File: src/hdl/utb_pkg.sv
`timescale 1ns / 1ps
// Shared types and constants for the UTF-8 text edit buffer.
// No dependencies; imported by utb_front, utb_back and the top level.
package utb_pkg;

	// Request operation codes as they arrive on the input port.
	localparam logic [1:0] FUNC_APPEND = 2'd0;
	localparam logic [1:0] FUNC_ERASE  = 2'd1;
	localparam logic [1:0] FUNC_READ   = 2'd2;

	// Result status codes.
	localparam logic [1:0] ST_DONE    = 2'd0;
	localparam logic [1:0] ST_NO_ROOM = 2'd1;
	localparam logic [1:0] ST_INVALID = 2'd2;
	localparam logic [1:0] ST_EMPTY   = 2'd3;

	// Code point limits for the encoding lengths.
	localparam logic [20:0] CP_MAX_1B = 21'h00007F;
	localparam logic [20:0] CP_MAX_2B = 21'h0007FF;
	localparam logic [20:0] CP_MAX_3B = 21'h00FFFF;
	localparam logic [20:0] CP_MAX    = 21'h10FFFF;

	// UTF-8 lead and continuation byte marks.
	localparam logic [7:0] LEAD_2B   = 8'hC0;
	localparam logic [7:0] LEAD_3B   = 8'hE0;
	localparam logic [7:0] LEAD_4B   = 8'hF0;
	localparam logic [7:0] CONT_MASK = 8'hC0;
	localparam logic [7:0] CONT_TAG  = 8'h80;

	typedef struct packed {
		logic [1:0]  func;
		logic [20:0] codepoint;
		logic [7:0]  read_index;
	} req_t;

	typedef struct packed {
		logic [1:0] status;
		logic [7:0] text_length;
		logic [7:0] read_data;
	} rsp_t;

	// Classified command handed from the front end to the executor.
	typedef enum logic [2:0] {
		OP_NOP,
		OP_APPEND,
		OP_REJECT,
		OP_ERASE,
		OP_READ
	} op_t;

	typedef struct packed {
		op_t             op;
		logic [2:0]      nbytes;
		logic [3:0][7:0] enc;
		logic [7:0]      read_index;
	} cmd_t;

endpackage

File: src/hdl/utb_ram.sv
`timescale 1ns / 1ps
// Generic single-write, single-read RAM with registered read data.
// No dependencies.
module utb_ram #(
	parameter int WIDTH = 8,
	parameter int DEPTH = 256
) (
	input  logic                     clk,
	input  logic                     we,
	input  logic [$clog2(DEPTH)-1:0] waddr,
	input  logic [WIDTH-1:0]         wdata,
	input  logic [$clog2(DEPTH)-1:0] raddr,
	output logic [WIDTH-1:0]         rdata
);

	logic [WIDTH-1:0] mem_q [DEPTH];

	always_ff @(posedge clk) begin
		if (we) begin
			mem_q[waddr] <= wdata;
		end
		rdata <= mem_q[raddr];
	end

endmodule

File: src/hdl/utb_fifo.sv
`timescale 1ns / 1ps
// Small register FIFO with full/empty flags and first-word fall-through.
// No dependencies; used for the command and result queues.
module utb_fifo #(
	parameter int WIDTH = 8,
	parameter int DEPTH = 2
) (
	input  logic             clk,
	input  logic             arst_n,
	input  logic             wr,
	input  logic [WIDTH-1:0] wdata,
	output logic             full,
	input  logic             rd,
	output logic [WIDTH-1:0] rdata,
	output logic             empty
);

	localparam int PW = $clog2(DEPTH);
	localparam int CW = $clog2(DEPTH + 1);

	logic [WIDTH-1:0] mem_q [DEPTH];
	logic [PW-1:0]    wr_ptr_q;
	logic [PW-1:0]    rd_ptr_q;
	logic [CW-1:0]    cnt_q;
	logic             wr_ok;
	logic             rd_ok;

	assign full  = (cnt_q == CW'(DEPTH));
	assign empty = (cnt_q == '0);
	assign wr_ok = wr && !full;
	assign rd_ok = rd && !empty;
	assign rdata = mem_q[rd_ptr_q];

	always_ff @(posedge clk) begin
		if (wr_ok) begin
			mem_q[wr_ptr_q] <= wdata;
		end
	end

	always_ff @(posedge clk or negedge arst_n) begin
		if (!arst_n) begin
			wr_ptr_q <= '0;
			rd_ptr_q <= '0;
			cnt_q    <= '0;
		end else begin
			if (wr_ok) begin
				wr_ptr_q <= (wr_ptr_q == PW'(DEPTH - 1)) ? '0 : wr_ptr_q + 1'b1;
			end
			if (rd_ok) begin
				rd_ptr_q <= (rd_ptr_q == PW'(DEPTH - 1)) ? '0 : rd_ptr_q + 1'b1;
			end
			case ({wr_ok, rd_ok})
				2'b10:   cnt_q <= cnt_q + 1'b1;
				2'b01:   cnt_q <= cnt_q - 1'b1;
				default: cnt_q <= cnt_q;
			endcase
		end
	end

endmodule

File: src/hdl/utb_front.sv
`timescale 1ns / 1ps
// Front end: accepts requests, classifies them and encodes code points.
// Depends on utb_pkg and utb_fifo (command queue).
module utb_front import utb_pkg::*; #(
	parameter int CMD_DEPTH = 2
) (
	input  logic clk,
	input  logic arst_n,
	input  req_t req,
	input  logic push,
	output logic full,
	output cmd_t cmd,
	output logic cmd_valid,
	input  logic cmd_take
);

	cmd_t                 cls;
	logic [$bits(cmd_t)-1:0] cmd_bits;
	logic                 cmd_empty;

	// Classify and encode; the room check needs the byte count and is left to the back end.
	always_comb begin
		cls            = '0;
		cls.op         = OP_NOP;
		cls.read_index = req.read_index;
		unique case (req.func)
			FUNC_APPEND: begin
				if (req.codepoint > CP_MAX) begin
					cls.op = OP_REJECT;
				end else begin
					cls.op = OP_APPEND;
					if (req.codepoint <= CP_MAX_1B) begin
						cls.enc[0] = {1'b0, req.codepoint[6:0]};
						cls.nbytes = 3'd1;
					end else if (req.codepoint <= CP_MAX_2B) begin
						cls.enc[0] = LEAD_2B | {3'b0, req.codepoint[10:6]};
						cls.enc[1] = CONT_TAG | {2'b0, req.codepoint[5:0]};
						cls.nbytes = 3'd2;
					end else if (req.codepoint <= CP_MAX_3B) begin
						cls.enc[0] = LEAD_3B | {4'b0, req.codepoint[15:12]};
						cls.enc[1] = CONT_TAG | {2'b0, req.codepoint[11:6]};
						cls.enc[2] = CONT_TAG | {2'b0, req.codepoint[5:0]};
						cls.nbytes = 3'd3;
					end else begin
						cls.enc[0] = LEAD_4B | {5'b0, req.codepoint[20:18]};
						cls.enc[1] = CONT_TAG | {2'b0, req.codepoint[17:12]};
						cls.enc[2] = CONT_TAG | {2'b0, req.codepoint[11:6]};
						cls.enc[3] = CONT_TAG | {2'b0, req.codepoint[5:0]};
						cls.nbytes = 3'd4;
					end
				end
			end
			FUNC_ERASE: cls.op = OP_ERASE;
			FUNC_READ:  cls.op = OP_READ;
			default:    cls.op = OP_NOP;
		endcase
	end

	utb_fifo #(
		.WIDTH ($bits(cmd_t)),
		.DEPTH (CMD_DEPTH)
	) u_cmd_queue (
		.clk    (clk),
		.arst_n (arst_n),
		.wr     (push),
		.wdata  (cls),
		.full   (full),
		.rd     (cmd_take),
		.rdata  (cmd_bits),
		.empty  (cmd_empty)
	);

	assign cmd       = cmd_t'(cmd_bits);
	assign cmd_valid = !cmd_empty;

endmodule

File: src/hdl/utb_back.sv
`timescale 1ns / 1ps
// Back end: executes commands against the text store and queues results.
// Depends on utb_pkg, utb_ram (text store) and utb_fifo (result queue).
module utb_back import utb_pkg::*; #(
	parameter int BUFFER_BYTES = 256,
	parameter int RSP_DEPTH    = 2
) (
	input  logic clk,
	input  logic arst_n,
	input  cmd_t cmd,
	input  logic cmd_valid,
	output logic cmd_take,
	output rsp_t rsp,
	output logic empty,
	input  logic pop
);

	localparam int AW = $clog2(BUFFER_BYTES);
	localparam int LW = (AW > 8) ? AW : 8;

	typedef enum logic [2:0] {
		S_IDLE,
		S_APPEND,
		S_ERASE,
		S_READ,
		S_DONE
	} state_t;

	state_t          state_q;
	logic [3:0][7:0] enc_q;
	logic [2:0]      nbytes_q;
	logic [1:0]      k_q;
	logic [AW-1:0]   pos_q;
	logic [AW-1:0]   count_q;
	logic [1:0]      status_q;
	logic [7:0]      data_q;

	logic          ram_we;
	logic [AW-1:0] ram_waddr;
	logic [7:0]    ram_wdata;
	logic [AW-1:0] ram_raddr;
	logic [7:0]    ram_rdata;
	logic [AW:0]   room_sum;
	logic          no_room;
	logic          idx_beyond;
	logic          is_cont;
	logic          last_byte;
	logic          rsp_push;
	logic          rsp_full;
	logic [LW-1:0] len_ext;
	rsp_t          rsp_d;
	logic [$bits(rsp_t)-1:0] rsp_bits;

	assign room_sum   = {1'b0, count_q} + (AW + 1)'(cmd.nbytes);
	assign no_room    = room_sum > (AW + 1)'(BUFFER_BYTES - 1);
	assign idx_beyond = LW'(cmd.read_index) >= LW'(count_q);
	assign is_cont    = (ram_rdata & CONT_MASK) == CONT_TAG;
	assign last_byte  = (3'(k_q) + 3'd1) == nbytes_q;
	assign cmd_take   = (state_q == S_IDLE) && cmd_valid;
	assign rsp_push   = (state_q == S_DONE) && !rsp_full;

	assign ram_we    = (state_q == S_APPEND);
	assign ram_waddr = count_q + AW'(k_q);
	assign ram_wdata = enc_q[k_q];

	// Erase reads one byte ahead so the scan steps one byte per cycle.
	always_comb begin
		if (state_q == S_ERASE) begin
			ram_raddr = pos_q - 1'b1;
		end else if (cmd.op == OP_ERASE) begin
			ram_raddr = count_q - 1'b1;
		end else begin
			ram_raddr = AW'(cmd.read_index);
		end
	end

	always_ff @(posedge clk or negedge arst_n) begin
		if (!arst_n) begin
			state_q  <= S_IDLE;
			enc_q    <= '0;
			nbytes_q <= '0;
			k_q      <= '0;
			pos_q    <= '0;
			count_q  <= '0;
			status_q <= ST_DONE;
			data_q   <= '0;
		end else begin
			unique case (state_q)
				S_IDLE: begin
					if (cmd_valid) begin
						status_q <= ST_DONE;
						data_q   <= '0;
						unique case (cmd.op)
							OP_APPEND: begin
								if (no_room) begin
									status_q <= ST_NO_ROOM;
									state_q  <= S_DONE;
								end else begin
									enc_q    <= cmd.enc;
									nbytes_q <= cmd.nbytes;
									k_q      <= '0;
									state_q  <= S_APPEND;
								end
							end
							OP_REJECT: begin
								status_q <= ST_INVALID;
								state_q  <= S_DONE;
							end
							OP_ERASE: begin
								if (count_q == '0) begin
									status_q <= ST_EMPTY;
									state_q  <= S_DONE;
								end else begin
									pos_q   <= count_q - 1'b1;
									state_q <= S_ERASE;
								end
							end
							OP_READ: begin
								if (idx_beyond) begin
									status_q <= ST_EMPTY;
									state_q  <= S_DONE;
								end else begin
									state_q <= S_READ;
								end
							end
							default: state_q <= S_DONE;
						endcase
					end
				end
				S_APPEND: begin
					if (last_byte) begin
						count_q <= count_q + AW'(nbytes_q);
						state_q <= S_DONE;
					end else begin
						k_q <= k_q + 1'b1;
					end
				end
				S_ERASE: begin
					if (pos_q != '0 && is_cont) begin
						pos_q <= pos_q - 1'b1;
					end else begin
						count_q <= pos_q;
						state_q <= S_DONE;
					end
				end
				S_READ: begin
					data_q  <= ram_rdata;
					state_q <= S_DONE;
				end
				S_DONE: begin
					if (!rsp_full) begin
						state_q <= S_IDLE;
					end
				end
				default: state_q <= S_IDLE;
			endcase
		end
	end

	utb_ram #(
		.WIDTH (8),
		.DEPTH (BUFFER_BYTES)
	) u_text_ram (
		.clk   (clk),
		.we    (ram_we),
		.waddr (ram_waddr),
		.wdata (ram_wdata),
		.raddr (ram_raddr),
		.rdata (ram_rdata)
	);

	assign len_ext           = LW'(count_q);
	assign rsp_d.status      = status_q;
	assign rsp_d.text_length = len_ext[7:0];
	assign rsp_d.read_data   = data_q;

	utb_fifo #(
		.WIDTH ($bits(rsp_t)),
		.DEPTH (RSP_DEPTH)
	) u_rsp_queue (
		.clk    (clk),
		.arst_n (arst_n),
		.wr     (rsp_push),
		.wdata  (rsp_d),
		.full   (rsp_full),
		.rd     (pop),
		.rdata  (rsp_bits),
		.empty  (empty)
	);

	assign rsp = rsp_t'(rsp_bits);

	a_count_bound: assert property (@(posedge clk) disable iff (!arst_n)
		count_q <= AW'(BUFFER_BYTES - 1))
		else $error("byte count above capacity");

	a_write_in_room: assert property (@(posedge clk) disable iff (!arst_n)
		ram_we |-> ({1'b0, ram_waddr} < (AW + 1)'(BUFFER_BYTES - 1)))
		else $error("text write beyond capacity");

	a_count_moves: assert property (@(posedge clk) disable iff (!arst_n)
		!$stable(count_q) |-> ($past(state_q == S_APPEND) || $past(state_q == S_ERASE)))
		else $error("byte count changed outside append or erase");

	a_erase_below: assert property (@(posedge clk) disable iff (!arst_n)
		(state_q == S_ERASE) |-> (pos_q < count_q))
		else $error("erase scan above stored length");

	a_push_idle: assert property (@(posedge clk) disable iff (!arst_n)
		rsp_push |=> (state_q == S_IDLE))
		else $error("executor not idle after result");

endmodule

File: src/hdl/utf8_text_edit_buffer.sv
`timescale 1ns / 1ps
// UTF-8 line-edit buffer: holds up to BUFFER_BYTES-1 bytes of text in one byte-wide
// RAM and serves one request at a time: append a code point (encoded to 1-4 bytes,
// rejected whole when it does not fit, flagged when above U+10FFFF), erase the last
// character (step back over continuation bytes, never below index 0), or read one
// byte. Every request yields one result with status, resulting length and read data.
// Requests enter a two-entry command queue after classification, so push keeps
// working while the executor is busy; results wait in a two-entry result queue.
// The executor takes a new request only when it is through with the last one: an
// append writes its bytes one after another through the text RAM write port, an
// erase reads back over continuation bytes, a read fetches its byte, and rejected
// or no-room requests go straight to their result, which waits for queue room.
// The text RAM needs no clearing after reset: only written positions are read.
//
// Depends on utb_pkg, utb_front and utb_back.
module utf8_text_edit_buffer import utb_pkg::*; #(
	parameter int BUFFER_BYTES = 256,
	parameter int CMD_DEPTH    = 2,
	parameter int RSP_DEPTH    = 2
) (
	input  logic clk,
	input  logic arst_n,
	// request side
	input  req_t req,
	input  logic push,
	output logic full,
	// result side
	output rsp_t rsp,
	output logic empty,
	input  logic pop
);

	cmd_t cmd;
	logic cmd_valid;
	logic cmd_take;

	// Classify and encode requests; hold them in the command queue.
	utb_front #(
		.CMD_DEPTH (CMD_DEPTH)
	) u_front (
		.clk       (clk),
		.arst_n    (arst_n),
		.req       (req),
		.push      (push),
		.full      (full),
		.cmd       (cmd),
		.cmd_valid (cmd_valid),
		.cmd_take  (cmd_take)
	);

	// Execute against the text store; advance results into the result queue.
	utb_back #(
		.BUFFER_BYTES (BUFFER_BYTES),
		.RSP_DEPTH    (RSP_DEPTH)
	) u_back (
		.clk       (clk),
		.arst_n    (arst_n),
		.cmd       (cmd),
		.cmd_valid (cmd_valid),
		.cmd_take  (cmd_take),
		.rsp       (rsp),
		.empty     (empty),
		.pop       (pop)
	);

endmodule
File: config.mk
export PLATFORM = sky130hd
export DESIGN_NAME = utf8_text_edit_buffer
export DESIGN_NICKNAME = d
export VERILOG_FILES = /design/src/hdl/utb_pkg.sv /design/src/hdl/utb_ram.sv /design/src/hdl/utb_fifo.sv /design/src/hdl/utb_front.sv /design/src/hdl/utb_back.sv /design/src/hdl/utf8_text_edit_buffer.sv
export SDC_FILE = /design/constraint.sdc
export NUM_CORES = 2
export LEC_CHECK = 0
export BUFFER_PORTS_ARGS = -buffer_cell sky130_fd_sc_hd__buf_2
export CAP_MARGIN = 5
export CORE_MARGIN = 5
export CORE_UTILIZATION = 40
export CTS_BUF_LIST = sky130_fd_sc_hd__clkbuf_2 sky130_fd_sc_hd__clkbuf_4 sky130_fd_sc_hd__clkbuf_8
export CTS_CLUSTER_DIAMETER = 30
export DETAILED_ROUTE_END_ITERATION = 8
export HOLD_SLACK_MARGIN = 0.12
export PLACE_DENSITY = 0.52
export SYNTH_ARGS = -nofsm -noshare
export SYNTH_HDL_FRONTEND = slang
export SYNTH_SLANG_ARGS = --single-unit
File: constraint.sdc
create_clock -name clk -period 14.5 [get_ports clk]
set_clock_uncertainty 0.05 [all_clocks]
set_input_delay 2.175 -clock clk [delete_from_list [all_inputs] [get_ports clk]]
set_output_delay 2.175 -clock clk [all_outputs]
set_load 0.005 [all_outputs]
==> summary.md <==
| Metric | Value |
|---|---|
| CTS Buffer Depth | 4 |
| Internal power | 15.53 mW |
| CTS tree | done |
| Worst setup SP type | flop |
| Die Ht | 487.9 µm |
| Fillers | 20420 |
| Ranking of synthesized cells by area | edfxtp_1 (71%), nand2_1 (8.2%), nand3_1 (4.7%) |
| Power, Total | 26.30 mW |
| DRC | 0 |
| Arrival time worst endpoint | 8.05 ns |
| Drt total wl | 297400 µm |
| Ports | 55 |
| Seq/Total Area, Yosys | 73.27% |
| Final setup violation count | 0 |
| Iter 0 DRT Violations | 6719 |
| Fmax | 141.0 MHz |
| Horiz. Die Dim | 487.9 µm |
| Starting Density | 40.19% |
| Synth Area in Compound Gates | 5.308% |
| Critical Path Stages | 14 |
| Synth Area in XOR/XNOR | 0.2972% |
| Reg power frac | 33.4% |
| Clk_lat worst skew | 1.09 ns |
| Largest net degree at the start of global routing | 216 |
| Tcrit/Tclk final | 48.91% |
| Share of layout cells above drive strength 1 | 13.92% |
| Remaining antenna violation count | 0 |
| Routability cong. | 0.8430 |
| Largest family of logic cells by synthesized area | simple AND/OR/NAND/NOR gates |
| Final hold vios | 0 |
| Power Density | 249.5 nW/µm² |
| Multiplexer area fraction after synthesis | 1.925% |
| Worst r2r path cells | 14 |
| Sw Ratio | 40.94% |
| # Post-CTS Setup Buffers | 0 |
| Synth Flop Type | edfxtp_1 |
| Critical path capture point type | flop |
| RSZ-0062 raised after global routing | no |
| Synthesized area per cell | 12.73 µm² |
| Drt pass-1 iters | 6 |
| Slowest CP cell | buf_4 |
| Mapped Area | 91340 µm² |
| Vias | 61170 |
| Largest area contributor in the netlist | edfxtp_1 |
| Critical Path RT | 15.46 ns |
| VDD IR max | 271.2 µV |
| Cells after synthesis | 7175 |
| Logic pwr share | 37.7% |
| Asr flop ratio synth | 3.076% |
| Critical path peak fanout | 125 |
| Yosys cell types | 88 |
| GRT overflow | 0 |
| Worst min-delay path class | flop to flop |
| CP Class | flop to flop |
| Critical path's top delay family | buffers and inverters |
| All-layer global routing usage | 24.49% |
| Count leader, synth | edfxtp_1 |
| Initial antenna violation count | 28 |
| Slew @ Worst Pin | 1.395 ns |
| Synth Area in Simple Gates | 16.29% |
| Crit-path max cell delay | 0.76 ns |
| Clock power share | 28.9% |
| Static leakage | 36.53 nW |
| Mapped Nets | 7235 |
| Register bit total from synthesis | 2243 |
| Hold path depth | 2 |
| Crit path time final | 7.092 ns |
| Clk root buf | clkbuf_8 |
| Worst slew margin | 5.748% |
| Layout Cells excl Fill | 10820 |
| Wire length per cell | 27.50 µm |
| CTS Hold Bufs | 0 |
| CTS Buf Count | 483 |
| Final Max Slew Viols | 0 |
| Outcome | finished clean |
| Crit path cell chain | buf_4, mux2i_1, nor4_4, or3_4, buf_12, buf_4, buf_4, nand2_1, nand3_1, nand2_1, o211ai_1, nor3b_1, o211ai_1, o211ai_1 |
| Layout area overhead | 15.41% |
| Global-route wire length before repair | 426800 µm |
| Switching power | 10.77 mW |
| Setup TNS | 0 ns |
| Vias per Instance | 5.656 |
| Layout net count | 7454 |
| Buffers added on ports | 54 |
| EDFF count, synth | 2166 |
| TritonCTS Sinks | 2243 |
| Detailed Place HPWL | 170200 µm |
| Std cell rows | 175 |
| Ys Warns | 0 |
| Top-area cell type share of the netlist area | 71.21% |
| Adder-Cell Fraction of Synth Area | 0.3671% |
| Die ar. | 238000 µm² |
| Commonest cells in the netlist | edfxtp_1 (2166), nand2_1 (1993), nand3_1 (862), nor2_1 (386), buf_2 (249) |
| Core ar. | 227300 µm² |
| Max-cap violations | 0 |
| Buf/Inv on CP | 4 |
| Cells after DPL | 9918 |
| Vias in the first global route | 58990 |
| Reg clk slew, reported paths | 0.06 ns |
| Resize count post-CTS | 0 |
| H-tree Lvls | 5 |
-- area by class of cell --
class	instances	area, µm²	share of cell area [%]
Sequential cell	2243	66930	63.49
Multi-Input combinational cell	4449	22290	21.14
Clock buffer	580	7470	7.085
Tap cell	3009	3765	3.571
Clock inverter	304	3349	3.177
Timing Repair Buffer	191	1484	1.408
Inverter	26	97.59	0.09257
Antenna cell	14	35.03	0.03323
-- placed cells by master (no fill, tap or decap), drive strengths merged, types with 14 or more instances in the layout --
| cell type | Yosys | final |
|---|---|---|
| a211oi | 33 | 33 |
| a21oi | 249 | 249 |
| a221oi | 14 | 14 |
| a22oi | 28 | 28 |
| a311oi | 21 | 21 |
| a31o | 15 | 15 |
| a31oi | 107 | 107 |
| a32oi | 48 | 48 |
| and3 | 44 | 44 |
| buf | 339 | 191 |
| bufinv | 0 | 72 |
| clkbuf | 118 | 580 |
| clkinv | 0 | 184 |
| clkinvlp | 0 | 44 |
| dfrtp | 69 | 69 |
| diode | 0 | 14 |
| edfxtp | 2166 | 2166 |
| ha | 22 | 22 |
| inv | 26 | 30 |
| mux2 | 33 | 33 |
| mux2i | 125 | 125 |
| nand2 | 1993 | 1993 |
| nand3 | 863 | 863 |
| nand4 | 59 | 59 |
| nor2 | 392 | 392 |
| nor3 | 38 | 38 |
| nor4 | 16 | 16 |
| o2111ai | 16 | 16 |
| o211ai | 26 | 26 |
| o21ai | 96 | 96 |
| o22ai | 25 | 25 |
| xnor2 | 21 | 21 |
-- sequential cells by signal, indices dropped and copies added, names as in the netlist, 2 cells and up --
register and count:
u_back.u_rsp_queue.cnt_q 2, u_back.enc_q 27, u_front.u_cmd_queue.mem_q 82, u_back.nbytes_q 3
u_back.data_q 8, u_front.u_cmd_queue.cnt_q 2, u_back.u_text_ram.mem_q 2048, u_back.u_text_ram.rdata 8
u_back.u_rsp_queue.mem_q 36, u_back.pos_q 8, u_back.state_q 3, u_back.count_q 8
u_back.status_q 2, u_back.k_q 2
-- logic make-up (layout without fill, tap and decap cells) --
logic type / Yosys count / after routing
simple gates: 3483 / 3483
mux: 164 / 164
flops: 2243 / 2243
xor+xnor: 31 / 31
buf+inv: 483 / 1101
fa+ha+maj: 25 / 25
other cells: 0 / 14
compound gates: 746 / 746
-- worst paths after layout --
| kind | from | end | slack [ns] |
|---|---|---|---|
| worst min-delay path | u_back.enc_q[20]$_DFFE_PN0P_ | u_back.enc_q[20]$_DFFE_PN0P_ | 0.43 |
| worst max register to register | u_front.u_cmd_queue.rd_ptr_q$_DFFE_PN0P_ | u_back.u_text_ram.rdata[2]$_DFF_P_ | 7.41 |
| max in group asynchronous | arst_n | u_front.u_cmd_queue.rd_ptr_q$_DFFE_PN0P_ | 12.45 |
| worst min register to register | u_back.enc_q[20]$_DFFE_PN0P_ | u_back.enc_q[20]$_DFFE_PN0P_ | 0.43 |
| min in group asynchronous | arst_n | u_back.enc_q[3]$_DFFE_PN0P_ | 0.94 |
| worst max-delay path | u_front.u_cmd_queue.rd_ptr_q$_DFFE_PN0P_ | u_back.u_text_ram.rdata[2]$_DFF_P_ | 7.41 |
-- per-layer routing --
| metal | part of all wire, % | track usage, % |
|---|---|---|
| met1 | 42 | 34.38 |
| met3 | 8.5 | 5.121 |
| met5 | 0.013 | 0 |
| met4 | 3.5 | 8.781 |
| met2 | 46 | 37.89 |
-- through the flow --
step	worst slack [ns]	instance area (µm²)	util, %	hold slack (ns)
after global routing	7.111	105400	46.38	0.4403
final	7.408	105400	46.38	0.4257
after global placement	7.660	94540	41.60	0.4116
after CTS	7.482	105400	46.37	0.4305
after floorplan	1.251	91340	-	0.3596
after detailed placement	7.514	94570	41.61	0.4169
-- power by group through the flow --
stage | clock [mW] | combinational, mW | sequential, mW
floorplan | 0 | 5.65 | 8.97
global placement | 0 | 9.79 | 8.89
detailed placement | 0 | 9.84 | 8.90
CTS | 7.71 | 9.87 | 8.77
global route | 8.05 | 10.5 | 8.79
finish | 7.61 | 9.92 | 8.77
-- worst min-delay path, stage by stage, from the launching register on --
cell	delay [ns]
dfrtp_1	0.34
nand2_1	0.05
o21ai_0	0.06
Power figures use the tool's default switching activity.
